## config.mk

```make
export PLATFORM = sky130hd
export DESIGN_NAME = ntcl_ctrl
export DESIGN_NICKNAME = d
export VERILOG_FILES = /design/src/rtl/ntcl_pkg.sv /design/src/rtl/ntcl_ctrl.sv
export SDC_FILE = /design/constraint.sdc
export NUM_CORES = 1
export LEC_CHECK = 0
export BUFFER_PORTS_ARGS = -buffer_cell sky130_fd_sc_hd__buf_2
export CAP_MARGIN = 20
export CORE_MARGIN = 2
export CORE_UTILIZATION = 48
export CTS_CLUSTER_SIZE = 14
export DETAILED_ROUTE_END_ITERATION = 16
export HOLD_SLACK_MARGIN = 0.06
export PLACE_DENSITY = 0.78
export SETUP_SLACK_MARGIN = 0.2
export SYNTH_ARGS = -nofsm -noshare
export SYNTH_HDL_FRONTEND = slang
export SYNTH_SLANG_ARGS = --single-unit
```

## constraint.sdc

```tcl
create_clock -name clk -period 2.19 [get_ports clk]
set_clock_uncertainty 0.15 [all_clocks]
set_input_delay 0.219 -clock clk [delete_from_list [all_inputs] [get_ports clk]]
set_output_delay 0.219 -clock clk [all_outputs]
set_load 0.1 [all_outputs]
```

## src/rtl/ntcl_pkg.sv

```systemverilog
// Shared types and constants of the thermistor table linearizer.
package ntcl_pkg;

    localparam int ADC_W      = 16;
    localparam int TEMP_W     = 8;
    localparam int IDX_IN_W   = 8;
    localparam int CNT_IN_W   = 9;
    localparam int OUT_W      = 16;
    localparam int STATUS_W   = 2;
    localparam int CFG_IDX_W  = 2;
    localparam int CFG_DATA_W = 9;
    localparam int IN_DATA_W  = 48;

    localparam logic [CFG_IDX_W-1:0] CFG_TEMP_OFFSET  = 2'd0;
    localparam logic [CFG_IDX_W-1:0] CFG_ENTRIES_USED = 2'd1;
    localparam logic [CFG_IDX_W-1:0] CFG_DESCENDING   = 2'd2;

    localparam logic [TEMP_W-1:0]   TEMP_OFFSET_RST  = 8'd40;
    localparam logic [CNT_IN_W-1:0] ENTRIES_USED_RST = 9'd141;

    localparam logic FUNC_LOAD    = 1'b0;
    localparam logic FUNC_CONVERT = 1'b1;

    typedef enum logic [STATUS_W-1:0] {
        ST_IN_RANGE     = 2'd0,
        ST_BEFORE_FIRST = 2'd1,
        ST_BEYOND_LAST  = 2'd2
    } status_t;

    typedef enum logic [1:0] {
        RD_LO  = 2'd0,
        RD_HI  = 2'd1,
        RD_MID = 2'd2
    } rd_sel_t;

    typedef enum logic [1:0] {
        PICK_RD = 2'd0,
        PICK_LO = 2'd1,
        PICK_HI = 2'd2
    } pick_src_t;

    typedef struct packed {
        logic      load;
        logic      start;
        rd_sel_t   rd_sel;
        logic      cap_first;
        logic      cap_last;
        logic      cap_mid;
        logic      pick;
        pick_src_t pick_src;
        status_t   pick_status;
        logic      div_init;
        logic      frac_sat;
        logic      div_step;
        logic      emit;
    } lin_cmd_t;

    typedef struct packed {
        logic s_before_rd;
        logic rd_before_s;
        logic rd_eq;
        logic span_done;
        logic lo_eq;
        logic hi_eq;
        logic den_zero;
        logic dist_ge_den;
        logic div_last;
        logic out_free;
    } lin_stat_t;

endpackage

```

## src/rtl/ntcl_ctrl.sv

```systemverilog
// Sequencer of the linearizer: load, end checks, binary search, divide, hand-off.
module ntcl_ctrl import ntcl_pkg::*;
(
    input  logic      clk,
    input  logic      rst_n,
    input  logic      in_valid,
    input  logic      in_func,
    input  lin_stat_t stat,
    output logic      in_ready,
    output lin_cmd_t  cmd
);

    typedef enum logic [9:0] {
        S_IDLE      = 10'b00_0000_0001,
        S_RD_FIRST  = 10'b00_0000_0010,
        S_CHK_FIRST = 10'b00_0000_0100,
        S_RD_LAST   = 10'b00_0000_1000,
        S_CHK_LAST  = 10'b00_0001_0000,
        S_SEARCH    = 10'b00_0010_0000,
        S_CHK_MID   = 10'b00_0100_0000,
        S_DIV_CHK   = 10'b00_1000_0000,
        S_DIV_RUN   = 10'b01_0000_0000,
        S_FINISH    = 10'b10_0000_0000
    } state_t;

    state_t state_reg;
    state_t state_next;

    always_ff @(posedge clk or negedge rst_n)
    begin
        if (!rst_n)
        begin
            state_reg <= S_IDLE;
        end
        else
        begin
            state_reg <= state_next;
        end
    end

    assign in_ready = (state_reg == S_IDLE);

    always_comb
    begin
        state_next      = state_reg;
        cmd             = '0;
        cmd.rd_sel      = RD_LO;
        cmd.pick_src    = PICK_RD;
        cmd.pick_status = ST_IN_RANGE;
        case (state_reg)
            S_IDLE:
            begin
                if (in_valid)
                begin
                    if (in_func == FUNC_CONVERT)
                    begin
                        cmd.start  = 1'b1;
                        state_next = S_RD_FIRST;
                    end
                    else
                    begin
                        cmd.load = 1'b1;
                    end
                end
            end
            S_RD_FIRST:
            begin
                cmd.rd_sel = RD_LO;
                state_next = S_CHK_FIRST;
            end
            S_CHK_FIRST:
            begin
                if (stat.s_before_rd)
                begin
                    cmd.pick        = 1'b1;
                    cmd.pick_src    = PICK_RD;
                    cmd.pick_status = ST_BEFORE_FIRST;
                    state_next      = S_FINISH;
                end
                else
                begin
                    cmd.cap_first = 1'b1;
                    state_next    = S_RD_LAST;
                end
            end
            S_RD_LAST:
            begin
                cmd.rd_sel = RD_HI;
                state_next = S_CHK_LAST;
            end
            S_CHK_LAST:
            begin
                if (stat.rd_before_s)
                begin
                    cmd.pick        = 1'b1;
                    cmd.pick_src    = PICK_RD;
                    cmd.pick_status = ST_BEYOND_LAST;
                    state_next      = S_FINISH;
                end
                else
                begin
                    cmd.cap_last = 1'b1;
                    state_next   = S_SEARCH;
                end
            end
            S_SEARCH:
            begin
                if (!stat.span_done)
                begin
                    cmd.rd_sel = RD_MID;
                    state_next = S_CHK_MID;
                end
                else if (stat.lo_eq)
                begin
                    cmd.pick     = 1'b1;
                    cmd.pick_src = PICK_LO;
                    state_next   = S_FINISH;
                end
                else if (stat.hi_eq)
                begin
                    cmd.pick     = 1'b1;
                    cmd.pick_src = PICK_HI;
                    state_next   = S_FINISH;
                end
                else
                begin
                    cmd.div_init = 1'b1;
                    state_next   = S_DIV_CHK;
                end
            end
            S_CHK_MID:
            begin
                if (stat.rd_eq)
                begin
                    cmd.pick     = 1'b1;
                    cmd.pick_src = PICK_RD;
                    state_next   = S_FINISH;
                end
                else
                begin
                    cmd.cap_mid = 1'b1;
                    state_next  = S_SEARCH;
                end
            end
            S_DIV_CHK:
            begin
                // zero gap keeps the cleared quotient; a gap not above the distance saturates
                if (stat.den_zero)
                begin
                    state_next = S_FINISH;
                end
                else if (stat.dist_ge_den)
                begin
                    cmd.frac_sat = 1'b1;
                    state_next   = S_FINISH;
                end
                else
                begin
                    state_next = S_DIV_RUN;
                end
            end
            S_DIV_RUN:
            begin
                cmd.div_step = 1'b1;
                if (stat.div_last)
                begin
                    state_next = S_FINISH;
                end
            end
            S_FINISH:
            begin
                if (stat.out_free)
                begin
                    cmd.emit   = 1'b1;
                    state_next = S_IDLE;
                end
            end
            default:
            begin
                state_next = S_IDLE;
            end
        endcase
    end

endmodule

```

==> impl_metrics.env, run 1 <==
export IMPL_status="did not finish"
export IMPL_stop_stage="clock tree synthesis (4_1_cts)"
export IMPL_error="[ERROR DPL-0038] Utilization greater than 100%, impossible to legalize"
export IMPL_ys_types=39
export IMPL_yosys_most_used_dff="dfrtp_1"
export IMPL_synthArstFlopShare=1.00
export IMPL_yosysSeqAreaShare=0.300
export IMPL_ys_ff_latch=10
export IMPL_cts_resized=12
export IMPL_yosys_warnings=0
export IMPL_num_rows=15
export IMPL_synth_edf_count=0
export IMPL_syn_area_sq_um=840
export IMPL_port_buffers=30
export IMPL_initial_utilization=0.497
export IMPL_syn_inst=101
export IMPL_cts_hold_buf=7
export IMPL_syn_avg_cell_area_sq_um=8.31
export IMPL_postCtsSetupRepairBufs=12
export IMPL_clock_sinks=10
export IMPL_cts_root_buffer="clkbuf_4"
export IMPL_gp_congestion=0.923
export IMPL_cts_made_buffers=3
export IMPL_yosysTopAreaCell="dfrtp_1"
export IMPL_die_w_um=45.8
export IMPL_dpl_hpwl_um=2360
export IMPL_num_io_pins=31
export IMPL_synth_top_cell_area_share=0.268
export IMPL_cts_htree_levels=1
export IMPL_die_h_um=45.8
export IMPL_synth_nets=115
export IMPL_clock_path_buffers=2
export IMPL_yosys_top_cells_area="dfrtp_1, nor4_1, nor2_1"
-- Yosys cell counts, drive strengths merged (2+ instances only) --
master / instances
buf: 6
nand2b: 4
inv: 6
or3: 3
dfrtp: 9
o211ai: 2
o21ai: 2
xor2: 3
nor4: 10
nand3: 4
nand2: 8
or4: 2
nor3: 6
o21a: 2
and3: 2
nor3b: 3
nor2: 14
-- through the flow --
step / hold WS [ns] / worst slack [ns] / instances / TNS [ns] / area, sq um
floorplan: -0.227 / -0.447 / 101 / -2.51 / 1040
global placement: -0.0545 / 0.0659 / 156 / 0 / 1520
detailed placement: -0.0511 / -0.00416 / 156 / -0.00416 / 1520
-- cells by family after synthesis --
| family | count (synthesis) | share of synthesized area |
|---|---|---|
| compound gates | 14 | 0.131 |
| simple gates | 62 | 0.463 |
| flops | 10 | 0.300 |
| buf+inv | 12 | 0.0745 |
| xor+xnor | 3 | 0.0313 |
==> run 2: changes to the inputs <==
==> config.mk (replaced) <==
export PLATFORM = sky130hd
export DESIGN_NAME = ntcl_ctrl
export DESIGN_NICKNAME = d
export VERILOG_FILES = /design/src/rtl/ntcl_pkg.sv /design/src/rtl/ntcl_ctrl.sv
export SDC_FILE = /design/constraint.sdc
export NUM_CORES = 1
export LEC_CHECK = 0
export BUFFER_PORTS_ARGS = -buffer_cell sky130_fd_sc_hd__buf_2
export CAP_MARGIN = 20
export CORE_AREA = 2 2 63 65
export DETAILED_ROUTE_END_ITERATION = 16
export DIE_AREA = 0 0 65 67
export PLACE_DENSITY_LB_ADDON = 0.15
export SYNTH_ARGS = -nofsm -noshare
export SYNTH_HDL_FRONTEND = slang
export SYNTH_SLANG_ARGS = --single-unit
==> impl_metrics.env, run 2 <==
export IMPL_crit_path_start_kind="flop"
export IMPL_grt_setup_unrepaired="yes"
export IMPL_power_density_nw_per_um2=852
export IMPL_cts_made_buffers=3
export IMPL_syn_area_sq_um=840
export IMPL_num_rows=22
export IMPL_hold_start="stat[0]"
export IMPL_largest_reg_flops=10
export IMPL_path_class="reg -> out"
export IMPL_place_area_sq_um=1560
export IMPL_clkTransAtPathRegs_ns=0.05
export IMPL_yosys_warnings=0
export IMPL_ys_ff_latch=10
export IMPL_syn_avg_cell_area_sq_um=8.31
export IMPL_reg2reg_slack_ns=0.14
export IMPL_cts_root_buffer="clkbuf_8"
export IMPL_netlist_top_cells_count="nor2_1, dfrtp_1, nor4_1"
export IMPL_grt_ovfl_total=0
export IMPL_rr_startpoint="state_reg[2]"
export IMPL_grt_max_degree=11
export IMPL_drive_above_1_share=0.675
export IMPL_remaining_drc_errors=0
export IMPL_dpl_hpwl_um=2000
export IMPL_endpoint_kind="primary output"
export IMPL_die_w_um=65
export IMPL_yosys_most_used_dff="dfrtp_1"
export IMPL_grt_pass1_wl_um=4460
export IMPL_status="complete, but fails checks"
export IMPL_maxSlewHeadroom=0.799
export IMPL_ir_drop_mv=0.844
export IMPL_hold_depth=2
export IMPL_grt_pass1_vias=993
export IMPL_vias=998
export IMPL_p_leak_nw=0.760
export IMPL_final_common_cell="buf_4"
export IMPL_die_h_um=67
export IMPL_area_growth_pct=118
export IMPL_port_buffers=30
export IMPL_antenna_left=0
export IMPL_yosys_top_cells_area="dfrtp_1, nor4_1, nor2_1"
export IMPL_wirelength_um=2710
export IMPL_first_pass_iters=2
export IMPL_fin_crit_sh=1.09
export IMPL_cpPeakStageDelay_ns=0.48
export IMPL_period_minus_slack_ns=2.39
export IMPL_finalHoldViolations=0
export IMPL_dieArea_sq_um=4360
export IMPL_mostFrequentLayoutCells="buf_4, buf_12, buf_2"
export IMPL_clock_path_buffers=2
export IMPL_ys_types=39
export IMPL_cp_top_family="simple AND/OR/NAND/NOR gates"
export IMPL_cts_htree_levels=1
export IMPL_path_cells="nor4_4 > nand2_4 > or4_4 > nor3b_4 > buf_12"
export IMPL_initial_utilization=0.233
export IMPL_hp_class="in -> reg"
export IMPL_critPathSlowestCell="or4_4"
export IMPL_clock_latency_ns=0.24
export IMPL_maxSlewViolCount=0
export IMPL_n_antenna_cell=0
export IMPL_yosys_cell_count_top_type="nor2_1"
export IMPL_rr_worst_depth=7
export IMPL_coreArea_sq_um=3610
export IMPL_yosysTopAreaCell="dfrtp_1"
export IMPL_cp_arrival_ns=2.02
export IMPL_cp_required_ns=1.82
export IMPL_failed_checks="setup timing"
export IMPL_reg2reg_to="state_reg[9]"
export IMPL_viasPerCell=4.73
export IMPL_clock_fmax_mhz=419
export IMPL_synthArstFlopShare=1.00
export IMPL_synth_nets=115
export IMPL_gp_congestion=0.790
export IMPL_track_usage=0.134
export IMPL_stdcell_area_sq_um=1830
export IMPL_fin_ws_ns=-0.198
export IMPL_worst_pin_slew_ns=0.298
export IMPL_antenna_found_initial=0
export IMPL_yosysSeqAreaShare=0.300
export IMPL_wire_per_inst_um=12.8
export IMPL_num_io_pins=31
export IMPL_cap_violations=0
export IMPL_synth_top_cell_area_share=0.268
export IMPL_synth_edf_count=0
export IMPL_drtIter0Drc=26
export IMPL_clock_sinks=10
export IMPL_finalSetupViolations=9
export IMPL_hold_end="state_reg[9]"
export IMPL_tritoncts="yes"
export IMPL_fin_setup_tns_ns=-0.991
export IMPL_critPathMaxFanout=4
export IMPL_critPathBufInv=1
export IMPL_syn_inst=101
export IMPL_layout_nets=178
-- run 2: report_power, final --
group / switching [mW] / leakage (nW) / internal, mW / total [mW]
registers: 0.0349 / 0.125 / 0.221 / 0.256
clock network: 0.0783 / 0.0288 / 0.159 / 0.237
logic: 0.565 / 0.607 / 0.500 / 1.07
-- run 2: layout make-up --
class	count	area [sq um]
Clock buffer	4	55.1
Tap cell	48	60.1
Sequential cell	10	259
Multi-Input combinational cell	79	732
Fill cell	335	1780
Timing Repair Buffer	64	689
Inverter	6	33.8
-- run 2: cell families (layout without fill, tap and decap cells) --
group / Yosys count / in the layout / share of synthesized area
and+or+nand+nor: 62 / 62 / 0.463
AOI/OAI and AO/OA: 14 / 14 / 0.131
buffers and inverters: 12 / 74 / 0.0745
xor gates and xnor gates: 3 / 3 / 0.0313
DFF: 10 / 10 / 0.300
-- run 2: per-layer routing --
layer	wire length, um	share of wire	vias up	GRT usage
li1	-	-	491	-
met1	1070	0.40	487	0.158
met2	1510	0.56	18	0.242
met3	113	0.042	2	0.0372
met4	13	0.0048	0	0.0239
met5	0	0	-	0
-- run 2: worst register-to-register path, stage by stage, from the launching register on --
cell	delay, ns
dfrtp_2	0.42
nor3_4	0.19
nand3b_1	0.19
buf_4	0.19
or4_4	0.45
buf_4	0.16
o2111a_1	0.12
o22ai_1	0.10
-- run 2: how the worst max path moves through the flow --
stage / cells past startpoint / slack, ns / endpoint / startpoint
floorplan: 5 / -0.45 / cmd[7] / state_reg[8]
global placement: 5 / 0.09 / cmd[7] / state_reg[9]
detailed placement: 5 / 0.04 / cmd[7] / state_reg[9]
CTS: 5 / -0.20 / cmd[7] / state_reg[9]
global route: 5 / -0.28 / cmd[7] / state_reg[9]
finish: 5 / -0.20 / cmd[7] / state_reg[9]
-- run 2: metrics by stage --
step	cells	power (mW)	utilization	hold WS, ns	setup slack (ns)
finish	211	1.56	0.507	0.0356	-0.198
CTS	206	1.48	0.482	0.0319	-0.204
floorplan	101	0.853	-	-0.227	-0.447
global route	211	1.65	0.507	0.0337	-0.277
global placement	191	1.14	0.433	-0.0443	0.0865
detailed placement	191	1.14	0.433	-0.0472	0.0404
-- run 2: timing repair --
action | 4_1_cts | 5_1_grt
setup buffers | 11 | 6
hold endpoints to repair | 10 | 0
setup endpoints to repair | 10 | 17
pin swaps | 9 | 11
resized for setup | 10 | 14
hold buffers | 1 | 0
No activity file was read; power rests on OpenSTA's default activity.
